===== config.mk =====
export PLATFORM = sky130hd
export DESIGN_NAME = weighted_harmonic_window_filter_core
export DESIGN_NICKNAME = d
export VERILOG_FILES = /design/src/design/whwf_pkg.sv /design/src/design/whwf_div.sv /design/src/design/whwf_mac.sv /design/src/design/weighted_harmonic_window_filter_core.sv
export VERILOG_INCLUDE_DIRS = /design/src /design/src/design
export SDC_FILE = /design/constraint.sdc
export NUM_CORES = 1
export LEC_CHECK = 0
export BUFFER_PORTS_ARGS = -buffer_cell sky130_fd_sc_hd__buf_4
export CORE_UTILIZATION = 46
export DETAILED_ROUTE_END_ITERATION = 8
export GPL_TIMING_DRIVEN = 0
export HOLD_SLACK_MARGIN = 0.03
export SYNTH_ARGS = -nofsm -noshare
export SYNTH_HDL_FRONTEND = slang
export SYNTH_HIERARCHICAL = 1
export SYNTH_SLANG_ARGS = --single-unit

===== constraint.sdc =====
create_clock -name clk -period 13.15 [get_ports clk]
set_clock_uncertainty 0.05 [all_clocks]
set_input_delay 0.6575 -clock clk [delete_from_list [all_inputs] [get_ports clk]]
set_output_delay 0.6575 -clock clk [all_outputs]
set_load 0.01 [all_outputs]

===== src/design/assert_macros.svh =====
// Assertion macros used by the filter core design file.
`ifndef ASSERT_MACROS_SVH
`define ASSERT_MACROS_SVH

// Same-cycle implication, sampled on clk, off during rst.
`define ASSERT_IMPL(lbl, ante, cons) \
  lbl: assert property (@(posedge clk) disable iff (rst) (ante) |-> (cons)) \
    else $error("same-cycle implication failed");

// Next-cycle implication, sampled on clk, off during rst.
`define ASSERT_NEXT(lbl, ante, cons) \
  lbl: assert property (@(posedge clk) disable iff (rst) (ante) |=> (cons)) \
    else $error("next-cycle implication failed");

`endif


===== src/design/whwf_pkg.sv =====
// Types and constants of the weighted harmonic window filter.
package whwf_pkg;

  localparam int SAMPLE_W   = 16;
  localparam int WEIGHT_W   = 16;
  localparam int TERM_SHIFT = 31;
  localparam int TERM_W     = WEIGHT_W + TERM_SHIFT;
  localparam int SUM_W      = TERM_W + 3;
  localparam int STEP_W     = 6;
  localparam int BLEND_W    = 2 * WEIGHT_W + 1;
  localparam int CFG_IDX_W  = 3;
  localparam int NUM_WEIGHTS = 5;

  localparam logic [STEP_W-1:0]   TERM_STEPS  = STEP_W'(TERM_W);
  localparam logic [STEP_W-1:0]   FINAL_STEPS = STEP_W'(SAMPLE_W);
  // Reciprocal of the sum reaches 2^SAMPLE_W once sum drops to 2^30.
  localparam logic [SUM_W-1:0]    SUM_SAT_LIMIT = SUM_W'(64'd1 << 30);
  localparam logic [SAMPLE_W-1:0] SAMPLE_MAX    = {SAMPLE_W{1'b1}};
  localparam logic [WEIGHT_W-1:0] LAMBDA_ONE    = 16'd32768;

  // Register indexes of the configuration port.
  localparam logic [CFG_IDX_W-1:0] CFG_MODE     = 3'd0;
  localparam logic [CFG_IDX_W-1:0] CFG_WEIGHT_0 = 3'd1;
  localparam logic [CFG_IDX_W-1:0] CFG_WEIGHT_1 = 3'd2;
  localparam logic [CFG_IDX_W-1:0] CFG_WEIGHT_2 = 3'd3;
  localparam logic [CFG_IDX_W-1:0] CFG_WEIGHT_3 = 3'd4;
  localparam logic [CFG_IDX_W-1:0] CFG_WEIGHT_4 = 3'd5;
  localparam logic [CFG_IDX_W-1:0] CFG_LAMBDA   = 3'd6;

  localparam logic [WEIGHT_W-1:0] WEIGHT_THIRD = 16'd10923;
  localparam logic [WEIGHT_W-1:0] LAMBDA_HALF  = 16'd16384;

  typedef enum logic [3:0] {
    ST_IDLE,
    ST_EMIT,
    ST_TAP,
    ST_TAP_WAIT,
    ST_FINAL,
    ST_FINAL_WAIT,
    ST_STATS,
    ST_BLEND,
    ST_LOAD
  } state_t;

  typedef struct packed {
    logic              start;
    logic [STEP_W-1:0] steps;
  } div_req_t;

  typedef struct packed {
    logic busy;
    logic done;
  } div_stat_t;

endpackage


===== src/design/whwf_div.sv =====
// Radix-2 restoring divider, one quotient bit per cycle, shared by taps and reciprocal.
module whwf_div (
  input  logic                           clk,
  input  logic                           rst,
  input  whwf_pkg::div_req_t             req,
  input  logic [whwf_pkg::TERM_W-1:0]    num,
  input  logic [whwf_pkg::SUM_W-1:0]     den,
  input  logic [whwf_pkg::SUM_W-1:0]     rem_init,
  output whwf_pkg::div_stat_t            stat,
  output logic [whwf_pkg::TERM_W-1:0]    quo
);

  logic [whwf_pkg::STEP_W-1:0] cnt;
  logic                        busy;
  logic                        done;
  logic [whwf_pkg::SUM_W-1:0]  rem;
  logic [whwf_pkg::SUM_W-1:0]  den_reg;
  logic [whwf_pkg::TERM_W-1:0] num_sr;

  logic [whwf_pkg::SUM_W:0]    shifted;
  logic [whwf_pkg::SUM_W+1:0]  diff;
  logic                        qbit;
  logic [whwf_pkg::SUM_W-1:0]  rem_next;

  assign shifted  = {rem, num_sr[whwf_pkg::TERM_W-1]};
  assign diff     = {1'b0, shifted} - {2'b00, den_reg};
  assign qbit     = ~diff[whwf_pkg::SUM_W+1];
  assign rem_next = qbit ? diff[whwf_pkg::SUM_W-1:0] : shifted[whwf_pkg::SUM_W-1:0];

  assign stat.busy = busy;
  assign stat.done = done;

  always_ff @(posedge clk) begin
    if (rst) begin
      busy <= 1'b0;
      done <= 1'b0;
      cnt  <= '0;
    end else begin
      done <= 1'b0;
      if (req.start) begin
        busy <= 1'b1;
        cnt  <= req.steps;
      end else if (busy) begin
        cnt <= cnt - 1'b1;
        if (cnt == whwf_pkg::STEP_W'(1)) begin
          busy <= 1'b0;
          done <= 1'b1;
        end
      end
    end
  end

  always_ff @(posedge clk) begin
    if (req.start) begin
      rem     <= rem_init;
      den_reg <= den;
      num_sr  <= num;
      quo     <= '0;
    end else if (busy) begin
      rem    <= rem_next;
      num_sr <= {num_sr[whwf_pkg::TERM_W-2:0], 1'b0};
      quo    <= {quo[whwf_pkg::TERM_W-2:0], qbit};
    end
  end

endmodule


===== src/design/whwf_mac.sv =====
// Bit-serial blend of the two record peaks: lambda*noise + (1-lambda)*deviation.
module whwf_mac (
  input  logic                           clk,
  input  logic                           rst,
  input  logic                           start,
  input  logic [whwf_pkg::WEIGHT_W-1:0]  lam,
  input  logic [whwf_pkg::WEIGHT_W-1:0]  lam_c,
  input  logic [whwf_pkg::SAMPLE_W-1:0]  noise,
  input  logic [whwf_pkg::SAMPLE_W-1:0]  dev,
  output logic                           done,
  output logic [whwf_pkg::SAMPLE_W-1:0]  result
);

  localparam int CNT_W = $clog2(whwf_pkg::WEIGHT_W);

  logic                          busy;
  logic [CNT_W-1:0]              cnt;
  logic [whwf_pkg::WEIGHT_W-1:0] lam_sr;
  logic [whwf_pkg::WEIGHT_W-1:0] lamc_sr;
  logic [whwf_pkg::SAMPLE_W-1:0] noise_r;
  logic [whwf_pkg::SAMPLE_W-1:0] dev_r;
  logic [whwf_pkg::BLEND_W-1:0]  acc;
  logic [whwf_pkg::BLEND_W-1:0]  acc_next;

  // MSB first: double the running sum, add the selected multiplicands.
  assign acc_next = {acc[whwf_pkg::BLEND_W-2:0], 1'b0}
                  + whwf_pkg::BLEND_W'(lam_sr[whwf_pkg::WEIGHT_W-1] ? noise_r : '0)
                  + whwf_pkg::BLEND_W'(lamc_sr[whwf_pkg::WEIGHT_W-1] ? dev_r : '0);

  assign result = acc[whwf_pkg::SAMPLE_W+14:15];

  always_ff @(posedge clk) begin
    if (rst) begin
      busy <= 1'b0;
      done <= 1'b0;
      cnt  <= '0;
    end else begin
      done <= 1'b0;
      if (start) begin
        busy <= 1'b1;
        cnt  <= {CNT_W{1'b1}};
      end else if (busy) begin
        cnt <= cnt - 1'b1;
        if (cnt == '0) begin
          busy <= 1'b0;
          done <= 1'b1;
        end
      end
    end
  end

  always_ff @(posedge clk) begin
    if (start) begin
      lam_sr  <= lam;
      lamc_sr <= lam_c;
      noise_r <= noise;
      dev_r   <= dev;
      acc     <= '0;
    end else if (busy) begin
      lam_sr  <= {lam_sr[whwf_pkg::WEIGHT_W-2:0], 1'b0};
      lamc_sr <= {lamc_sr[whwf_pkg::WEIGHT_W-2:0], 1'b0};
      acc     <= acc_next;
    end
  end

endmodule


===== src/design/weighted_harmonic_window_filter_core.sv =====
// A pass-through result passes the emit, stats and load states; an interior result takes
// one division per tap in the shared bit-serial divider, then the final reciprocal
// unless the sum saturates (a zero sample ends it early); the record's last result also
// waits for the serial blend. One item is in work at a time; the divider sets the
// throughput. Reset (rst, synchronous) restores the register defaults and clears
// the record count, both peaks and the output valid; the sample window is not cleared.
`include "assert_macros.svh"

module weighted_harmonic_window_filter_core #(
  parameter int MAX_TAPS = 5
) (
  input  logic                            clk,
  input  logic                            rst,
  input  logic [whwf_pkg::SAMPLE_W-1:0]   sample_in,
  input  logic                            end_of_record,
  input  logic                            in_valid,
  output logic                            in_stall,
  output logic [whwf_pkg::SAMPLE_W-1:0]   filtered_out,
  output logic [whwf_pkg::SAMPLE_W-1:0]   noise_peak,
  output logic [whwf_pkg::SAMPLE_W-1:0]   deviation_peak,
  output logic [whwf_pkg::SAMPLE_W-1:0]   worse_of_two,
  output logic [whwf_pkg::SAMPLE_W-1:0]   criterion,
  output logic                            final_flag,
  output logic                            out_valid,
  input  logic                            out_stall,
  input  logic                            cfg_write,
  input  logic [whwf_pkg::CFG_IDX_W-1:0]  cfg_index,
  input  logic [whwf_pkg::WEIGHT_W-1:0]   cfg_data
);

  localparam int AGE_W   = $clog2(MAX_TAPS);
  localparam bit FIVE_OK = (MAX_TAPS >= 5);

  whwf_pkg::state_t state, state_next;

  // Configuration
  logic                          window_mode;
  logic [whwf_pkg::WEIGHT_W-1:0] weight [whwf_pkg::NUM_WEIGHTS];
  logic [whwf_pkg::WEIGHT_W-1:0] lambda_mix;

  // Record and item state
  logic [whwf_pkg::SAMPLE_W-1:0] win [MAX_TAPS];
  logic [2:0]                    record_count;
  logic [2:0]                    n_reg;
  logic [1:0]                    half_reg;
  logic                          last_reg;
  logic [2:0]                    cur_c;
  logic [2:0]                    end_c;
  logic [2:0]                    tap_j;
  logic [whwf_pkg::SUM_W-1:0]    sum;
  logic [whwf_pkg::SAMPLE_W-1:0] noisy;
  logic [whwf_pkg::SAMPLE_W-1:0] filt;
  logic [whwf_pkg::SAMPLE_W-1:0] prev_filt;
  logic [whwf_pkg::SAMPLE_W-1:0] noise_max;
  logic [whwf_pkg::SAMPLE_W-1:0] dev_max;

  // Combinational control
  logic                          accept;
  logic [1:0]                    half_now;
  logic                          n_ge_half;
  logic [2:0]                    age;
  logic                          interior;
  logic [2:0]                    j_last;
  logic [2:0]                    rd_age;
  logic [whwf_pkg::SAMPLE_W-1:0] rd_sample;
  logic                          out_free;
  logic                          is_final;
  logic                          sum_sat;
  logic                          load;
  logic                          mac_start;
  logic [whwf_pkg::SAMPLE_W-1:0] step_diff;
  logic [whwf_pkg::SAMPLE_W-1:0] dev_diff;
  logic [whwf_pkg::SAMPLE_W-1:0] noise_upd;
  logic [whwf_pkg::SAMPLE_W-1:0] dev_upd;
  logic [whwf_pkg::WEIGHT_W-1:0] lam_sat;
  logic [whwf_pkg::WEIGHT_W-1:0] lam_c;
  logic                          stats_clear;

  // Divider and blend connections
  whwf_pkg::div_req_t            div_req;
  whwf_pkg::div_stat_t           div_stat;
  logic [whwf_pkg::TERM_W-1:0]   div_num;
  logic [whwf_pkg::SUM_W-1:0]    div_den;
  logic [whwf_pkg::SUM_W-1:0]    div_rem_init;
  logic [whwf_pkg::TERM_W-1:0]   div_quo;
  logic                          mac_done;
  logic [whwf_pkg::SAMPLE_W-1:0] mac_result;

  assign accept    = in_valid && (state == whwf_pkg::ST_IDLE);
  assign in_stall  = (state != whwf_pkg::ST_IDLE);
  assign half_now  = (window_mode && FIVE_OK) ? 2'd2 : 2'd1;
  assign n_ge_half = (record_count >= {1'b0, half_now});
  assign age       = n_reg - cur_c;
  assign interior  = (cur_c >= {1'b0, half_reg}) && (age >= {1'b0, half_reg});
  assign j_last    = {half_reg, 1'b0};
  assign rd_sample = win[rd_age[AGE_W-1:0]];
  assign out_free  = !out_valid || !out_stall;
  assign is_final  = last_reg && (cur_c == end_c);
  assign sum_sat   = (sum <= whwf_pkg::SUM_SAT_LIMIT);
  assign step_diff = (filt > prev_filt) ? (filt - prev_filt) : (prev_filt - filt);
  assign dev_diff  = (filt > noisy) ? (filt - noisy) : (noisy - filt);
  // Peaks including the result in hand; the blend starts from these.
  assign noise_upd = ((cur_c != '0) && (step_diff > noise_max)) ? step_diff : noise_max;
  assign dev_upd   = (dev_diff > dev_max) ? dev_diff : dev_max;
  assign lam_sat   = (lambda_mix > whwf_pkg::LAMBDA_ONE) ? whwf_pkg::LAMBDA_ONE : lambda_mix;
  assign lam_c     = whwf_pkg::LAMBDA_ONE - lam_sat;
  assign stats_clear = (noise_peak == '0) && (deviation_peak == '0) &&
                       (worse_of_two == '0) && (criterion == '0);

  // Next state
  always_comb begin
    state_next = state;
    case (state)
      whwf_pkg::ST_IDLE: begin
        if (accept && (end_of_record || n_ge_half)) state_next = whwf_pkg::ST_EMIT;
      end
      whwf_pkg::ST_EMIT: begin
        state_next = interior ? whwf_pkg::ST_TAP : whwf_pkg::ST_STATS;
      end
      whwf_pkg::ST_TAP: begin
        state_next = (rd_sample == '0) ? whwf_pkg::ST_STATS : whwf_pkg::ST_TAP_WAIT;
      end
      whwf_pkg::ST_TAP_WAIT: begin
        if (div_stat.done)
          state_next = (tap_j == j_last) ? whwf_pkg::ST_FINAL : whwf_pkg::ST_TAP;
      end
      whwf_pkg::ST_FINAL: begin
        state_next = sum_sat ? whwf_pkg::ST_STATS : whwf_pkg::ST_FINAL_WAIT;
      end
      whwf_pkg::ST_FINAL_WAIT: begin
        if (div_stat.done) state_next = whwf_pkg::ST_STATS;
      end
      whwf_pkg::ST_STATS: begin
        state_next = is_final ? whwf_pkg::ST_BLEND : whwf_pkg::ST_LOAD;
      end
      whwf_pkg::ST_BLEND: begin
        if (mac_done) state_next = whwf_pkg::ST_LOAD;
      end
      whwf_pkg::ST_LOAD: begin
        if (out_free)
          state_next = (cur_c == end_c) ? whwf_pkg::ST_IDLE : whwf_pkg::ST_EMIT;
      end
      default: state_next = whwf_pkg::ST_IDLE;
    endcase
  end

  // Control outputs
  always_comb begin
    rd_age        = age;
    div_req.start = 1'b0;
    div_req.steps = whwf_pkg::TERM_STEPS;
    div_num       = {weight[tap_j], {whwf_pkg::TERM_SHIFT{1'b0}}};
    div_den       = whwf_pkg::SUM_W'(rd_sample);
    div_rem_init  = '0;
    mac_start     = 1'b0;
    load          = 1'b0;
    case (state)
      whwf_pkg::ST_TAP: begin
        rd_age        = j_last - tap_j;
        div_req.start = (rd_sample != '0);
      end
      whwf_pkg::ST_FINAL: begin
        div_req.start = !sum_sat;
        div_req.steps = whwf_pkg::FINAL_STEPS;
        div_num       = '0;
        div_den       = sum;
        div_rem_init  = whwf_pkg::SUM_SAT_LIMIT;
      end
      whwf_pkg::ST_STATS: mac_start = is_final;
      whwf_pkg::ST_LOAD:  load      = out_free;
      default: ;
    endcase
  end

  always_ff @(posedge clk) begin
    if (rst) state <= whwf_pkg::ST_IDLE;
    else     state <= state_next;
  end

  // Configuration registers
  always_ff @(posedge clk) begin
    if (rst) begin
      window_mode <= 1'b0;
      weight[0]   <= whwf_pkg::WEIGHT_THIRD;
      weight[1]   <= whwf_pkg::WEIGHT_THIRD;
      weight[2]   <= whwf_pkg::WEIGHT_THIRD;
      weight[3]   <= '0;
      weight[4]   <= '0;
      lambda_mix  <= whwf_pkg::LAMBDA_HALF;
    end else if (cfg_write) begin
      case (cfg_index)
        whwf_pkg::CFG_MODE:     window_mode <= cfg_data[0];
        whwf_pkg::CFG_WEIGHT_0: weight[0]   <= cfg_data;
        whwf_pkg::CFG_WEIGHT_1: weight[1]   <= cfg_data;
        whwf_pkg::CFG_WEIGHT_2: weight[2]   <= cfg_data;
        whwf_pkg::CFG_WEIGHT_3: weight[3]   <= cfg_data;
        whwf_pkg::CFG_WEIGHT_4: weight[4]   <= cfg_data;
        whwf_pkg::CFG_LAMBDA:   lambda_mix  <= cfg_data;
        default: ;
      endcase
    end
  end

  // Record control and running peaks
  always_ff @(posedge clk) begin
    if (rst) begin
      record_count <= '0;
      noise_max    <= '0;
      dev_max      <= '0;
      out_valid    <= 1'b0;
    end else begin
      if (accept) begin
        if (end_of_record)          record_count <= '0;
        else if (record_count != 3'd7) record_count <= record_count + 1'b1;
      end
      if (state == whwf_pkg::ST_STATS) begin
        noise_max <= noise_upd;
        dev_max   <= dev_upd;
      end
      if (load && is_final) begin
        noise_max <= '0;
        dev_max   <= '0;
      end
      if (load)          out_valid <= 1'b1;
      else if (!out_stall) out_valid <= 1'b0;
    end
  end

  // Window, item bookkeeping and filter value
  always_ff @(posedge clk) begin
    if (accept) begin
      win[0] <= sample_in;
      for (int i = 1; i < MAX_TAPS; i++) win[i] <= win[i-1];
      n_reg    <= record_count;
      half_reg <= half_now;
      last_reg <= end_of_record;
      end_c    <= end_of_record ? record_count : (record_count - {1'b0, half_now});
      cur_c    <= (end_of_record && !n_ge_half) ? 3'd0 : (record_count - {1'b0, half_now});
    end
    case (state)
      whwf_pkg::ST_EMIT: begin
        noisy <= rd_sample;
        tap_j <= '0;
        sum   <= '0;
        if (!interior) filt <= rd_sample;
      end
      whwf_pkg::ST_TAP: begin
        if (rd_sample == '0) filt <= '0;
      end
      whwf_pkg::ST_TAP_WAIT: begin
        if (div_stat.done) begin
          sum   <= sum + whwf_pkg::SUM_W'(div_quo);
          tap_j <= tap_j + 1'b1;
        end
      end
      whwf_pkg::ST_FINAL: begin
        if (sum_sat) filt <= whwf_pkg::SAMPLE_MAX;
      end
      whwf_pkg::ST_FINAL_WAIT: begin
        if (div_stat.done) filt <= div_quo[whwf_pkg::SAMPLE_W-1:0];
      end
      // Drop the previous value at record end.
      whwf_pkg::ST_STATS: prev_filt <= is_final ? '0 : filt;
      whwf_pkg::ST_LOAD: begin
        if (out_free && (cur_c != end_c)) cur_c <= cur_c + 1'b1;
      end
      default: ;
    endcase
  end

  // Output register
  always_ff @(posedge clk) begin
    if (load) begin
      filtered_out <= filt;
      final_flag   <= is_final;
      if (is_final) begin
        noise_peak     <= noise_max;
        deviation_peak <= dev_max;
        worse_of_two   <= (noise_max > dev_max) ? noise_max : dev_max;
        criterion      <= mac_result;
      end else begin
        noise_peak     <= '0;
        deviation_peak <= '0;
        worse_of_two   <= '0;
        criterion      <= '0;
      end
    end
  end

  whwf_div u_div (
    .clk      (clk),
    .rst      (rst),
    .req      (div_req),
    .num      (div_num),
    .den      (div_den),
    .rem_init (div_rem_init),
    .stat     (div_stat),
    .quo      (div_quo)
  );

  whwf_mac u_mac (
    .clk    (clk),
    .rst    (rst),
    .start  (mac_start),
    .lam    (lam_sat),
    .lam_c  (lam_c),
    .noise  (noise_upd),
    .dev    (dev_upd),
    .done   (mac_done),
    .result (mac_result)
  );

  `ASSERT_IMPL(a_div_start_idle, div_req.start, !div_stat.busy)
  `ASSERT_NEXT(a_count_clear_on_last, accept && end_of_record, record_count == '0)
  `ASSERT_IMPL(a_tap_in_window, state == whwf_pkg::ST_TAP, tap_j <= j_last)
  `ASSERT_IMPL(a_stats_only_final, out_valid && !final_flag, stats_clear)

endmodule


==> out/qor.csv <==
metric,value,unit
grt met2 use,35.9,%
DRT antenna net count,0,
first-pass GRT wire length,163000,µm
Global Route Usage Sum,23.0,%
Placed Area,43900,µm²
Die Ht,300,µm
die area,90200,µm²
largest net degree at the start of global routing,79,
Root Buffer,clkbuf_16,
initial core utilization,46.4,%
Setup WS post-layout,6070,ps
Synth Cell Area,40900,µm²
HPWL Detailed,78700,µm
Setup crit start kind,register,
number of clock sinks,717,
# resized after CTS,0,
biggest cell delay along the critical path,950,ps
DRC violations left,0,
vias in the first global route,28900,
maxcap violations,0,
Crit Path Class,register to register,
DRT iter0 DRCs,1986,
synth warn,6,
router iterations before antenna repair,5,
CTS clock-pin slew for the worst setup and hold paths,60,ps
H-tree Lvls,3,
CP Max Fanout,29,
Largest regs,"weight x80, win x80",
Mapped Cells,3849,
CTS buffer count,82,
Crit path buffers/inverters,8,
met3 GRT Util,3.11,%
"Design Area, Final",46600,µm²
Pleak,18.5,nW
Worst IR Drop VDD,0.151,mV
Top-Level Pins,124,
number of I/O port buffers,122,
Critical Path RT,13540,ps
r2r setup slk,6070,ps
min Tclk post-route,7080,ps
Worst Max-Slew Pin Slew,1380,ps
GRT busiest layer,met2,
pre-CTS WS,6120,ps
cells along the critical path,inv_1 > fa_1 > inv_1 > mux2i_1 > clkbuf_1 > nand3_1 > a22oi_1 > nand4_1 > nor4_2 > o22ai_4 > buf_16 > buf_12 > inv_1 > clkbuf_1 > clkbuf_1 > a31oi_1 > o31ai_1,
Final TNS setup,0,ps
CTS tree,built,
Hold Fails Final Rpt,0,
GR Overflow Total,0,
layout cells sized above 1,11.7,%
crit path DAT,7470,ps
ant diodes,0,
Rel. slew slack,7.05,%
hold buffer count at cts,0,
Peak Freq,141,MHz
initial antenna violation count,1,
status,"finished, final reports clean",
Tcrit/Tclk final,53.8,%
Final nets,4456,
RSZ-0062 raised after global routing,no,
core area,88200,µm²
area growth from synthesis to layout,14.0,%
post-CTS setup buffer count,0,
clock latency on the worst-skew pair,640,ps
Vias/cell,5.55,
met1 Use GR,33.3,%
num rows,109,
Hold Crit Class,input port to register,
Critical Path Slowest Stage Cell,mux2i_1,
CP endpoint kind,register,
Vias,29800,
clk buf depth,3,
Power Dens Cells,270,nW/µm²
Total Wirelength,105000,µm
WL per Instance,19.5,µm
Placer Congestion,0.948,
Finish-stage setup viols,0,
total power,12.6,mW
max-slew violations,0,
Horiz. Die Dim,300,µm
CP top delay family,buffers and inverters,
Avg Synthesized Cell Area,10.6,µm²
==> layout make-up <==
| class | instances | area, µm² |
|---|---|---|
| buffer | 210 | 921 |
| fill | 7983 | 41600 |
| clock buffer | 103 | 2220 |
| tap | 1165 | 1460 |
| sequential | 717 | 20000 |
| multi-input combinational | 2759 | 19500 |
| inverter | 242 | 911 |
| timing repair buffer | 136 | 1190 |
| clock inverter | 46 | 504 |
==> power by group <==
group / switching (mW) / internal (mW)
Sequential: 0.289 / 3.36
Clock: 0.935 / 1.39
Combinational: 4.21 / 2.40
==> stage by stage <==
step                      utilization [%]  std cells  hold slack, ps
final                                52.9       5378             148
after global routing                 52.9       5378             126
after CTS                            52.8       5377             109
after detailed placement             49.7       5228             380
after global placement               49.4       5215             374
after floorplan                         -       3928             371
==> path summary, 6_finish.rpt <==
path                                     from             to  cells past startpoint
worst max-delay path              half_reg[0]  u_div/rem[39]                     17
worst min-delay path            sample_in[14]     win[0][14]                      1
worst max register to register    half_reg[0]  u_div/rem[39]                     17
worst min register to register     win[2][11]     win[3][11]                      0
==> metal layers <==
metal	part of all wire, %	routed length [µm]
met4	2.2	2300
met1	48	50600
met3	4.6	4830
met2	45	47000
met5	0.0067	7
==> layout by cell type (no fill, tap or decap), types with 54 or more instances in the layout <==
cell type	n
ha_1	242
nand3_1	78
inv_1	239
o21ai_0	141
and2_1	71
clkbuf_1	159
xnor2_1	89
xor2_1	64
dfxtp_1	155
buf_4	143
nor2_1	334
mux2_2	110
a21oi_1	287
a21o_1	104
a211oi_1	54
nand2_1	267
and3_1	104
clkbuf_16	84
edfxtp_1	562
conb_1	80
mux2i_1	122
==> worst register-to-register path, cell delays in order, from the launching register on <==
cell      delay [ps]
edfxtp_1         440
inv_1            100
fa_1             550
inv_1             60
mux2i_1          950
clkbuf_1         440
nand3_1          200
a22oi_1          610
nand4_1          190
nor4_2           760
o22ai_4          360
buf_16           270
buf_12           190
inv_1            200
clkbuf_1         660
clkbuf_1         590
a31oi_1          160
o31ai_1          110
No activity file was read; power rests on OpenSTA's default activity.
